$ cat config.mk
export PLATFORM = sky130hd
export DESIGN_NAME = odometer_trapezoid_accumulator_flat
export DESIGN_NICKNAME = d
export VERILOG_FILES = /design/src/rtl/odo_pkg.sv /design/src/rtl/odo_if.sv /design/src/rtl/odo_div.sv /design/src/rtl/odo_dp.sv /design/src/rtl/odo_ctrl.sv /design/src/rtl/odometer_trapezoid_accumulator.sv /design/src/flat_wrapper.sv
export SDC_FILE = /design/constraint.sdc
export NUM_CORES = 2
export LEC_CHECK = 0
export ABC_AREA = 1
export ABC_CLOCK_PERIOD_IN_PS = 16600
export BUFFER_PORTS_ARGS = -buffer_cell sky130_fd_sc_hd__buf_2
export CORE_ASPECT_RATIO = 0.7
export CORE_MARGIN = 2
export CORE_UTILIZATION = 30
export CTS_BUF_LIST = sky130_fd_sc_hd__clkbuf_2
export DETAILED_ROUTE_END_ITERATION = 10
export PLACE_DENSITY = 0.48
export RECOVER_POWER = 50
export SYNTH_ARGS = -nofsm -noshare
export SYNTH_HDL_FRONTEND = slang
export SYNTH_SLANG_ARGS = --single-unit
$ cat constraint.sdc
create_clock -name clk -period 16.6 [get_ports clk]
set_input_delay 0.83 -clock clk [delete_from_list [all_inputs] [get_ports clk]]
set_output_delay 0.83 -clock clk [all_outputs]
set_load 0.1 [all_outputs]
$ cat src/rtl/odo_pkg.sv
// Shared types, codes and constants for the odometer trapezoid accumulator.
package odo_pkg;

    localparam int SPEED_W   = 10;
    localparam int SCALE_W   = 10;
    localparam int SCALED_W  = 20;
    localparam int UNIT_W    = 20;
    localparam int WORD_W    = 32;
    localparam int OP_W      = 2;
    localparam int CFG_IDX_W = 1;
    localparam int CFG_DATA_W = 20;

    localparam logic [SCALE_W-1:0] SCALE_RESET = SCALE_W'(278);
    localparam logic [UNIT_W-1:0]  UNIT_RESET  = UNIT_W'(10000);
    localparam logic [UNIT_W-1:0]  DIST_DIVISOR = UNIT_W'(1000);

    // x / 1000 == (x * ceil(2^38 / 1000)) >> 38 for every 32-bit x
    localparam int DIST_SHIFT = 38;
    localparam int RECIP_W    = 29;
    localparam logic [RECIP_W-1:0] DIST_RECIP =
        RECIP_W'(((64'd1 << DIST_SHIFT) + 64'(DIST_DIVISOR) - 64'd1) / 64'(DIST_DIVISOR));

    // operation codes
    localparam logic [OP_W-1:0] OP_SAMPLE  = 2'd0;
    localparam logic [OP_W-1:0] OP_RESTART = 2'd1;
    localparam logic [OP_W-1:0] OP_LOAD    = 2'd2;

    // configuration register indexes
    localparam logic [CFG_IDX_W-1:0] CFG_SPEED_SCALE = 1'b0;
    localparam logic [CFG_IDX_W-1:0] CFG_UNIT_SIZE   = 1'b1;

    typedef enum logic [3:0] {
        ST_IDLE,
        ST_SCALE,
        ST_MUL,
        ST_SUM,
        ST_DIV_DIST,
        ST_ADD,
        ST_CHECK,
        ST_DIV_ROLL,
        ST_ROLL,
        ST_FINISH,
        ST_OUT
    } ctrl_state_t;

    typedef struct packed {
        logic idle;
        logic scale;
        logic mul;
        logic sum;
        logic div_dist;
        logic add;
        logic div_roll;
        logic roll;
        logic finish;
        logic load_out;
    } odo_cmd_t;

    typedef struct packed {
        logic            in_valid;
        logic [OP_W-1:0] op;
        logic            have_ref;
        logic            div_done;
        logic            need_roll;
        logic            out_busy;
    } odo_status_t;

endpackage

$ cat src/rtl/odo_if.sv
// Valid/ready channel interfaces for input words and result words.
interface odo_in_if;
    import odo_pkg::*;
    logic                valid;
    logic                ready;
    logic [OP_W-1:0]     operation;
    logic [SPEED_W-1:0]  speed;
    logic [WORD_W-1:0]   time_ms;
    logic [WORD_W-1:0]   load_full;
    logic [WORD_W-1:0]   load_partial;

    modport source (output valid, operation, speed, time_ms, load_full, load_partial,
                    input ready);
    modport sink   (input valid, operation, speed, time_ms, load_full, load_partial,
                    output ready);
endinterface

interface odo_out_if;
    import odo_pkg::*;
    logic              valid;
    logic              ready;
    logic [WORD_W-1:0] full_count;
    logic [WORD_W-1:0] partial_count;
    logic              rolled_over;

    modport source (output valid, full_count, partial_count, rolled_over, input ready);
    modport sink   (input valid, full_count, partial_count, rolled_over, output ready);
endinterface

$ cat src/rtl/odo_div.sv
// Restoring radix-2 divider, one quotient bit per cycle.
module odo_div
    import odo_pkg::*;
(
    input  logic              clk,
    input  logic              rst_n,
    input  logic              start,
    input  logic [WORD_W-1:0] dividend,
    input  logic [UNIT_W-1:0] divisor,
    output logic              done,
    output logic [WORD_W-1:0] quotient,
    output logic [UNIT_W-1:0] remainder
);

    localparam int CNT_W = $clog2(WORD_W);

    logic              busy_reg;
    logic              done_reg;
    logic [CNT_W-1:0]  cnt_reg;
    logic [WORD_W-1:0] quo_reg;
    logic [UNIT_W-1:0] rem_reg;
    logic [UNIT_W-1:0] dvs_reg;

    logic [UNIT_W:0]   trial;
    logic              fits;
    logic [UNIT_W:0]   diff;

    always_comb
    begin
        trial = {rem_reg, quo_reg[WORD_W-1]};
        fits  = (trial >= {1'b0, dvs_reg});
        diff  = trial - {1'b0, dvs_reg};
    end

    always_ff @(posedge clk or negedge rst_n)
    begin
        if (!rst_n)
        begin
            busy_reg <= 1'b0;
            done_reg <= 1'b0;
            cnt_reg  <= '0;
        end
        else
        begin
            done_reg <= 1'b0;
            if (start)
            begin
                busy_reg <= 1'b1;
                cnt_reg  <= '0;
            end
            else if (busy_reg)
            begin
                cnt_reg <= cnt_reg + CNT_W'(1);
                if (cnt_reg == CNT_W'(WORD_W - 1))
                begin
                    busy_reg <= 1'b0;
                    done_reg <= 1'b1;
                end
            end
        end
    end

    always_ff @(posedge clk)
    begin
        if (start)
        begin
            quo_reg <= dividend;
            rem_reg <= '0;
            dvs_reg <= divisor;
        end
        else if (busy_reg)
        begin
            quo_reg <= {quo_reg[WORD_W-2:0], fits};
            rem_reg <= fits ? diff[UNIT_W-1:0] : trial[UNIT_W-1:0];
        end
    end

    assign done      = done_reg;
    assign quotient  = quo_reg;
    assign remainder = rem_reg;

endmodule

$ cat src/rtl/odo_dp.sv
// Datapath: configuration, reference and counter registers, multipliers, divider, output register.
module odo_dp
    import odo_pkg::*;
(
    input  logic                  clk,
    input  logic                  rst_n,
    input  odo_cmd_t              cmd,
    output odo_status_t           status,
    input  logic                  cfg_we,
    input  logic [CFG_IDX_W-1:0]  cfg_index,
    input  logic [CFG_DATA_W-1:0] cfg_data,
    odo_in_if.sink                in_ch,
    odo_out_if.source             out_ch
);

    logic [SCALE_W-1:0]  scale_reg;
    logic [UNIT_W-1:0]   unit_reg;

    logic [OP_W-1:0]     op_reg;
    logic [SPEED_W-1:0]  speed_reg;
    logic [WORD_W-1:0]   time_reg;
    logic [WORD_W-1:0]   ld_full_reg;
    logic [WORD_W-1:0]   ld_part_reg;

    logic                have_ref_reg;
    logic [SCALED_W-1:0] ref_speed_reg;
    logic [WORD_W-1:0]   ref_time_reg;
    logic [WORD_W-1:0]   partial_reg;
    logic [WORD_W-1:0]   full_reg;
    logic                rolled_reg;

    logic [SCALED_W-1:0] scaled_reg;
    logic [WORD_W-1:0]   dt_reg;
    logic [WORD_W-1:0]   prod_lo_reg;
    logic [WORD_W-1:0]   prod_diff_reg;
    logic [WORD_W-1:0]   sum_reg;
    logic [WORD_W-1:0]   dist_reg;

    logic                out_valid_reg;
    logic [WORD_W-1:0]   out_full_reg;
    logic [WORD_W-1:0]   out_part_reg;
    logic                out_rolled_reg;

    logic                capture;
    logic [SCALED_W-1:0] spd_lo;
    logic [SCALED_W-1:0] spd_hi;
    logic [WORD_W+RECIP_W-1:0] recip_prod;
    logic                div_start;
    logic [WORD_W-1:0]   div_dividend;
    logic [UNIT_W-1:0]   div_divisor;
    logic                div_done;
    logic [WORD_W-1:0]   div_quo;
    logic [UNIT_W-1:0]   div_rem;

    assign in_ch.ready = cmd.idle;
    assign capture     = cmd.idle & in_ch.valid;

    always_ff @(posedge clk or negedge rst_n)
    begin
        if (!rst_n)
        begin
            scale_reg <= SCALE_RESET;
            unit_reg  <= UNIT_RESET;
        end
        else if (cfg_we)
        begin
            case (cfg_index)
                CFG_SPEED_SCALE: scale_reg <= cfg_data[SCALE_W-1:0];
                CFG_UNIT_SIZE:   unit_reg  <= cfg_data[UNIT_W-1:0];
                default:         ;
            endcase
        end
    end

    always_ff @(posedge clk)
    begin
        if (capture)
        begin
            op_reg      <= in_ch.operation;
            speed_reg   <= in_ch.speed;
            time_reg    <= in_ch.time_ms;
            ld_full_reg <= in_ch.load_full;
            ld_part_reg <= in_ch.load_partial;
        end
    end

    // trapezoid terms
    always_comb
    begin
        if (scaled_reg < ref_speed_reg)
        begin
            spd_lo = scaled_reg;
            spd_hi = ref_speed_reg;
        end
        else
        begin
            spd_lo = ref_speed_reg;
            spd_hi = scaled_reg;
        end
    end

    // divide by 1000 through the reciprocal
    assign recip_prod = (WORD_W+RECIP_W)'(sum_reg) * (WORD_W+RECIP_W)'(DIST_RECIP);

    always_ff @(posedge clk)
    begin
        if (cmd.scale)
        begin
            scaled_reg <= SCALED_W'(speed_reg) * SCALED_W'(scale_reg);
            dt_reg     <= time_reg - ref_time_reg;
        end
        if (cmd.mul)
        begin
            prod_lo_reg   <= WORD_W'(spd_lo) * dt_reg;
            prod_diff_reg <= WORD_W'(spd_hi - spd_lo) * dt_reg;
        end
        if (cmd.sum)
        begin
            sum_reg <= prod_lo_reg + (prod_diff_reg >> 1);
        end
        if (cmd.div_dist)
        begin
            dist_reg <= WORD_W'(recip_prod[WORD_W+RECIP_W-1:DIST_SHIFT]);
        end
    end

    assign div_start    = cmd.div_roll;
    assign div_dividend = partial_reg - WORD_W'(1);
    assign div_divisor  = unit_reg;

    odo_div u_div (
        .clk       (clk),
        .rst_n     (rst_n),
        .start     (div_start),
        .dividend  (div_dividend),
        .divisor   (div_divisor),
        .done      (div_done),
        .quotient  (div_quo),
        .remainder (div_rem)
    );

    always_ff @(posedge clk or negedge rst_n)
    begin
        if (!rst_n)
        begin
            have_ref_reg  <= 1'b0;
            ref_speed_reg <= '0;
            ref_time_reg  <= '0;
            partial_reg   <= '0;
            full_reg      <= '0;
            rolled_reg    <= 1'b0;
        end
        else
        begin
            if (capture)
            begin
                rolled_reg <= 1'b0;
            end
            if (cmd.add)
            begin
                partial_reg <= partial_reg + dist_reg;
            end
            if (cmd.roll)
            begin
                // partial - n*unit equals ((partial-1) mod unit) + 1
                partial_reg <= WORD_W'(div_rem) + WORD_W'(1);
                full_reg    <= full_reg + div_quo;
                rolled_reg  <= 1'b1;
            end
            if (cmd.finish)
            begin
                case (op_reg)
                    OP_SAMPLE:
                    begin
                        have_ref_reg  <= 1'b1;
                        ref_speed_reg <= scaled_reg;
                        ref_time_reg  <= time_reg;
                    end
                    OP_RESTART:
                    begin
                        have_ref_reg <= 1'b0;
                    end
                    OP_LOAD:
                    begin
                        full_reg    <= ld_full_reg;
                        partial_reg <= ld_part_reg;
                    end
                    default: ;
                endcase
            end
        end
    end

    always_ff @(posedge clk or negedge rst_n)
    begin
        if (!rst_n)
        begin
            out_valid_reg <= 1'b0;
        end
        else if (cmd.load_out)
        begin
            out_valid_reg <= 1'b1;
        end
        else if (out_ch.ready)
        begin
            out_valid_reg <= 1'b0;
        end
    end

    always_ff @(posedge clk)
    begin
        if (cmd.load_out)
        begin
            out_full_reg   <= full_reg;
            out_part_reg   <= partial_reg;
            out_rolled_reg <= rolled_reg;
        end
    end

    assign out_ch.valid         = out_valid_reg;
    assign out_ch.full_count    = out_full_reg;
    assign out_ch.partial_count = out_part_reg;
    assign out_ch.rolled_over   = out_rolled_reg;

    always_comb
    begin
        status.in_valid  = in_ch.valid;
        status.op        = op_reg;
        status.have_ref  = have_ref_reg;
        status.div_done  = div_done;
        status.need_roll = (unit_reg != '0) && (partial_reg > WORD_W'(unit_reg));
        status.out_busy  = out_valid_reg & ~out_ch.ready;
    end

endmodule

$ cat src/rtl/odo_ctrl.sv
// Controller state machine that sequences the odometer datapath.
module odo_ctrl
    import odo_pkg::*;
(
    input  logic        clk,
    input  logic        rst_n,
    input  odo_status_t status,
    output odo_cmd_t    cmd
);

    ctrl_state_t state_reg;
    ctrl_state_t state_next;

    always_ff @(posedge clk or negedge rst_n)
    begin
        if (!rst_n)
        begin
            state_reg <= ST_IDLE;
        end
        else
        begin
            state_reg <= state_next;
        end
    end

    always_comb
    begin
        state_next = state_reg;
        case (state_reg)
            ST_IDLE:
            begin
                if (status.in_valid)
                begin
                    state_next = ST_SCALE;
                end
            end
            ST_SCALE:
            begin
                if ((status.op == OP_SAMPLE) && status.have_ref)
                begin
                    state_next = ST_MUL;
                end
                else
                begin
                    state_next = ST_FINISH;
                end
            end
            ST_MUL:      state_next = ST_SUM;
            ST_SUM:      state_next = ST_DIV_DIST;
            ST_DIV_DIST: state_next = ST_ADD;
            ST_ADD:      state_next = ST_CHECK;
            ST_CHECK:
            begin
                state_next = status.need_roll ? ST_DIV_ROLL : ST_FINISH;
            end
            ST_DIV_ROLL:
            begin
                if (status.div_done)
                begin
                    state_next = ST_ROLL;
                end
            end
            ST_ROLL:     state_next = ST_FINISH;
            ST_FINISH:   state_next = ST_OUT;
            ST_OUT:
            begin
                if (!status.out_busy)
                begin
                    state_next = ST_IDLE;
                end
            end
            default:     state_next = ST_IDLE;
        endcase
    end

    always_comb
    begin
        cmd          = '0;
        cmd.idle     = (state_reg == ST_IDLE);
        cmd.scale    = (state_reg == ST_SCALE);
        cmd.mul      = (state_reg == ST_MUL);
        cmd.sum      = (state_reg == ST_SUM);
        cmd.div_dist = (state_reg == ST_DIV_DIST);
        cmd.add      = (state_reg == ST_ADD);
        cmd.div_roll = (state_reg == ST_CHECK) && status.need_roll;
        cmd.roll     = (state_reg == ST_ROLL);
        cmd.finish   = (state_reg == ST_FINISH);
        cmd.load_out = (state_reg == ST_OUT) && !status.out_busy;
    end

endmodule

$ cat src/rtl/odometer_trapezoid_accumulator.sv
// Sequence: restart, load, unused code or first sample go from SCALE to FINISH and OUT, where
// the result word is registered. Sample with reference: SCALE, MUL, SUM, DIV_DIST, ADD, CHECK,
// FINISH, OUT; on a rollover CHECK starts the one-bit-per-cycle divider on (partial-1)/unit_size
// and DIV_ROLL waits for it before ROLL. Throughput: one word at a time; OUT waits while the
// last result is stalled, and a new word is taken the cycle after the result is registered.
// Reset: rst_n async active low; counters and reference cleared, scale 278, unit 10000.
module odometer_trapezoid_accumulator
    import odo_pkg::*;
(
    input  logic                  clk,
    input  logic                  rst_n,
    odo_in_if.sink                in_ch,
    odo_out_if.source             out_ch,
    input  logic                  cfg_we,
    input  logic [CFG_IDX_W-1:0]  cfg_index,
    input  logic [CFG_DATA_W-1:0] cfg_data
);

    // Controller drives per-state commands; datapath reports operation,
    // reference flag, divider completion, rollover need and output backpressure.
    odo_cmd_t    cmd;
    odo_status_t status;

    odo_ctrl u_ctrl (
        .clk    (clk),
        .rst_n  (rst_n),
        .status (status),
        .cmd    (cmd)
    );

    // Distance is (lo*dt + ((hi-lo)*dt)/2) / 1000, all modulo 2^32; the divide
    // by 1000 is a reciprocal multiply. The serial divider then splits
    // (partial-1) by unit_size into the full-count step and the new partial count.
    odo_dp u_dp (
        .clk       (clk),
        .rst_n     (rst_n),
        .cmd       (cmd),
        .status    (status),
        .cfg_we    (cfg_we),
        .cfg_index (cfg_index),
        .cfg_data  (cfg_data),
        .in_ch     (in_ch),
        .out_ch    (out_ch)
    );

endmodule
$ cat src/flat_wrapper.sv
// flat-port wrapper written by rule: the top's interface ports become plain ports
module odometer_trapezoid_accumulator_flat import odo_pkg::*;
  (clk, rst_n, cfg_we, cfg_index, cfg_data, in_ch_valid, in_ch_operation, in_ch_speed, in_ch_time_ms, in_ch_load_full, in_ch_load_partial, in_ch_ready, out_ch_valid, out_ch_full_count, out_ch_partial_count, out_ch_rolled_over, out_ch_ready);
  odo_in_if in_ch_i ();
  odo_out_if out_ch_i ();
  input  logic clk;
  input  logic rst_n;
  input  logic cfg_we;
  input  logic [CFG_IDX_W-1:0] cfg_index;
  input  logic [CFG_DATA_W-1:0] cfg_data;
  input wire logic [$bits(in_ch_i.valid)-1:0] in_ch_valid;
  input wire logic [$bits(in_ch_i.operation)-1:0] in_ch_operation;
  input wire logic [$bits(in_ch_i.speed)-1:0] in_ch_speed;
  input wire logic [$bits(in_ch_i.time_ms)-1:0] in_ch_time_ms;
  input wire logic [$bits(in_ch_i.load_full)-1:0] in_ch_load_full;
  input wire logic [$bits(in_ch_i.load_partial)-1:0] in_ch_load_partial;
  output wire logic [$bits(in_ch_i.ready)-1:0] in_ch_ready;
  output wire logic [$bits(out_ch_i.valid)-1:0] out_ch_valid;
  output wire logic [$bits(out_ch_i.full_count)-1:0] out_ch_full_count;
  output wire logic [$bits(out_ch_i.partial_count)-1:0] out_ch_partial_count;
  output wire logic [$bits(out_ch_i.rolled_over)-1:0] out_ch_rolled_over;
  input wire logic [$bits(out_ch_i.ready)-1:0] out_ch_ready;
  assign in_ch_i.valid = in_ch_valid;
  assign in_ch_i.operation = in_ch_operation;
  assign in_ch_i.speed = in_ch_speed;
  assign in_ch_i.time_ms = in_ch_time_ms;
  assign in_ch_i.load_full = in_ch_load_full;
  assign in_ch_i.load_partial = in_ch_load_partial;
  assign in_ch_ready = in_ch_i.ready;
  assign out_ch_valid = out_ch_i.valid;
  assign out_ch_full_count = out_ch_i.full_count;
  assign out_ch_partial_count = out_ch_i.partial_count;
  assign out_ch_rolled_over = out_ch_i.rolled_over;
  assign out_ch_i.ready = out_ch_ready;
  odometer_trapezoid_accumulator u_core (.clk(clk), .rst_n(rst_n), .in_ch(in_ch_i), .out_ch(out_ch_i), .cfg_we(cfg_we), .cfg_index(cfg_index), .cfg_data(cfg_data));
endmodule
==> run metrics <==
HPWL after DPL=194 mm; largest net degree at the start of global routing=92; GRT busiest layer=met1; post-synthesis sequential area ratio=22.1%; post-synth top area cell=fa_1; Hold Path Class=input port to flop; fin crit share=65.7%; Netlist Area Pre-Place=73500 um2; top cell type's share of synthesized area=29.5%; core area=243000 um2; met1 usage=30.2%; crit end category=flop; number of clock sinks=575; met2 usage=28.2%; vias per inst=4.78; Die W=596 um; max frequency=91.8 MHz; sum of negative setup slack=0 ns; die height=418 um; WL final=244 mm; Num CTS Buffers=155; number of library cell types mapped by synthesis=65; final hold violation count=0; CP startpoint kind=flop; gr usage total=19.8%; DP Cell Count=11500; clk_lat worst skew=1.51 ns; Worst setup endpoint=u_core.u_dp.prod_diff_reg[25]; CP max-delay cell=clkinv_1; r2r setup slk=5.70 ns; grt total ovfl=0; Port Buf Inserts=200; initial core utilization=30.3%; root buffer cell=clkbuf_2; share of synthesized registers carrying an async set or reset=27.8%; nets=10700; Post-CTS Repair Setup Buffers=0; CTS max path bufs=4; # DRC=0; status=finished with violations; Clock H-tree levels=4; CTS tree=built; vias in the first global route=59500; Warnings, synthesis=0; Worst Path Class, Setup=flop to flop; R2R cell count=37; full die area=249000 um2; final std cells w/o fill=12000; # setup viols final=0; met3 usage=5.08%; flops & latches, synth=575; RSZ-0062 raised after global routing=no; Fill cells=25400; First-pass DRT Iterations=6; max-cap viol count=10; final hold slack=0.180 ns; antenna violations before repair=15; Max Slew Vio Count=446; worst path required time=17.73 ns; R2R Path Start=u_core.u_dp.scaled_reg[15]; first-pass GRT wire length=371 mm; Relative slew margins=-174%; syn avg cell area=8.93 um2; EDFF count, synth=395; minimum clock period=10.90 ns; Final GP Congestion=0.916; post-synthesis instance total=8230; crit-path max FO=32; most area-consuming cells after synthesis=fa_1 (30%), edfxtp_1 (16%), ha_1 (14%); Top FF cell, synth=edfxtp_1; CP arrival=12.03 ns; share of layout cells above drive strength 1=6.35%; failing checks=max-capacitance violations, max-slew violations; slowest stage delay, CP=0.83 ns; Worst R2R End=u_core.u_dp.prod_diff_reg[25]; Top Ports=201; Resize count post-CTS=0; synth-to-layout area growth=10.7%; routed len/inst=20.4 um; ANT nets after route=0; Fin Clk Skew=0.341 ns; via count=57100; CP dominant cell by count=nand2_1; Worst-path clk slew=0.13 ns; Setup crit start=u_core.u_dp.scaled_reg[15]; DR iter-0 viols=4507; Rows=151; Synth Net Count=10300; Least-Margin Pin Slew=4.11 ns
[repair_timing]
| action | in CTS | in global routing |
|---|---|---|
| hold buffers | 176 | 0 |
| setup endpoints to repair | 0 | 0 |
| endpoints found under the hold margin | 238 | 0 |
[final cells by class]
cell class / count / area [um2] / area share, %
Clock buffer: 220 / 1100 / 1.35
Antenna cell: 4 / 10.0 / 0.0123
Clock inverter: 50 / 280 / 0.344
Tap cell: 3213 / 4020 / 4.94
Sequential cell: 575 / 16300 / 20.0
Multi-Input combinational cell: 5568 / 49400 / 60.7
Inverter: 1866 / 7000 / 8.61
Timing Repair Buffer: 457 / 3300 / 4.06
[per-stage QoR]
| step | cell area (um2) | utilization [%] | setup WS (ns) |
|---|---|---|---|
| floorplan | 73500 | - | 8.08 |
| global placement | 78300 | 32.3 | 5.84 |
| detailed placement | 78300 | 32.3 | 5.77 |
| CTS | 81500 | 33.6 | 5.71 |
| global route | 81400 | 33.5 | 4.96 |
| finish | 81400 | 33.5 | 5.70 |
[routing by layer]
| layer | vias to the layer above | part of all wire [%] |
|---|---|---|
| li1 | 26400 | - |
| met1 | 28700 | 49 |
| met3 | 273 | 9.0 |
| met2 | 1815 | 40 |
| met4 | 6 | 1.7 |
| met5 | - | 0.019 |
[cell usage after synthesis (12+ instances only)]
library cell and number:
clkbuf_1 197, a22oi_1 19, a21oi_1 416, or2_2 12, xnor2_1 93, a21o_1 13, o21bai_1 20, dfxtp_1 20
ha_1 812, nand2_1 1571, dfrtp_1 151, nand3_1 155, o21a_1 20, nand4_1 56, nor4_1 20, xor2_1 185
nor2_1 584, nand2_2 19, fa_1 1083, nor3_1 37, a31oi_1 64, inv_1 1833, buf_1 14, edfxtp_1 395
o21ai_0 257, o211ai_1 26, clkinv_1 22, a21boi_0 15
[placed cells by master (no fill, tap or decap), types with 10 or more instances in the layout]
master         count
dfrtp_1          151
clkbuf_2         221
xnor2_1           93
a22oi_1           19
dlygate4sd3_1    175
o21bai_1          20
nor3_1            37
nor2_1           583
nor4_1            19
o211ai_1          26
clkinv_2          11
o21ai_0          256
clkinv_1          58
o31ai_1           10
xor2_1           185
clkbuf_1          31
buf_2            179
buf_4             71
nand2_2           19
nand3_1          155
ha_1             812
a31oi_1           64
a21oi_1          416
a211oi_1          11
inv_1           1832
a21boi_0          15
o21a_1            20
nand4_1           56
nand2_1         1570
or2_2             12
edfxtp_1         395
a21o_1            13
inv_2             12
fa_1            1083
dfxtp_1           20
[how the worst min path moves through the flow]
stage / cells after the start / to / from / slack [ns]
CTS: 2 / u_core.u_dp.time_reg[17] / in_ch_time_ms[17] / 0.004
finish: 2 / u_core.u_dp.ld_full_reg[22] / in_ch_load_full[22] / 0.18
detailed placement: 0 / u_core.u_dp.u_div.dvs_reg[16] / u_core.u_dp.div_divisor[16] / 0.44
global route: 2 / u_core.u_dp.time_reg[26] / in_ch_time_ms[26] / 0.02
global placement: 0 / u_core.u_dp.u_div.dvs_reg[17] / u_core.u_dp.div_divisor[17] / 0.44
floorplan: 0 / u_core.u_dp.out_ch.rolled_over / u_core.u_dp.rolled_reg / 0.42
[worst max-delay path, delay by kind of cell (launching register included)]
family	cells	cell delay, ns
xor+xnor	2	0.90
fa+ha+maj	9	4.05
compound gates	5	1.63
flops	1	0.47
simple gates	15	2.31
buf+inv	6	1.31
[kinds of logic (layout without fill, tap and decap cells)]
family | after synthesis | after routing | synth area share [%]
mux | 1 | 1 | 0.0153
simple gates | 2481 | 2481 | 13.5
compound gates | 912 | 912 | 6.94
other cells | 0 | 4 | 0
fa+ha+maj | 1895 | 1895 | 43.3
xor+xnor | 279 | 279 | 3.34
flops | 575 | 575 | 22.1
buf+inv | 2087 | 2593 | 10.7
Power is not shown: default switching activity piles up to over one toggle a cycle in this logic, so the estimate is an artifact.
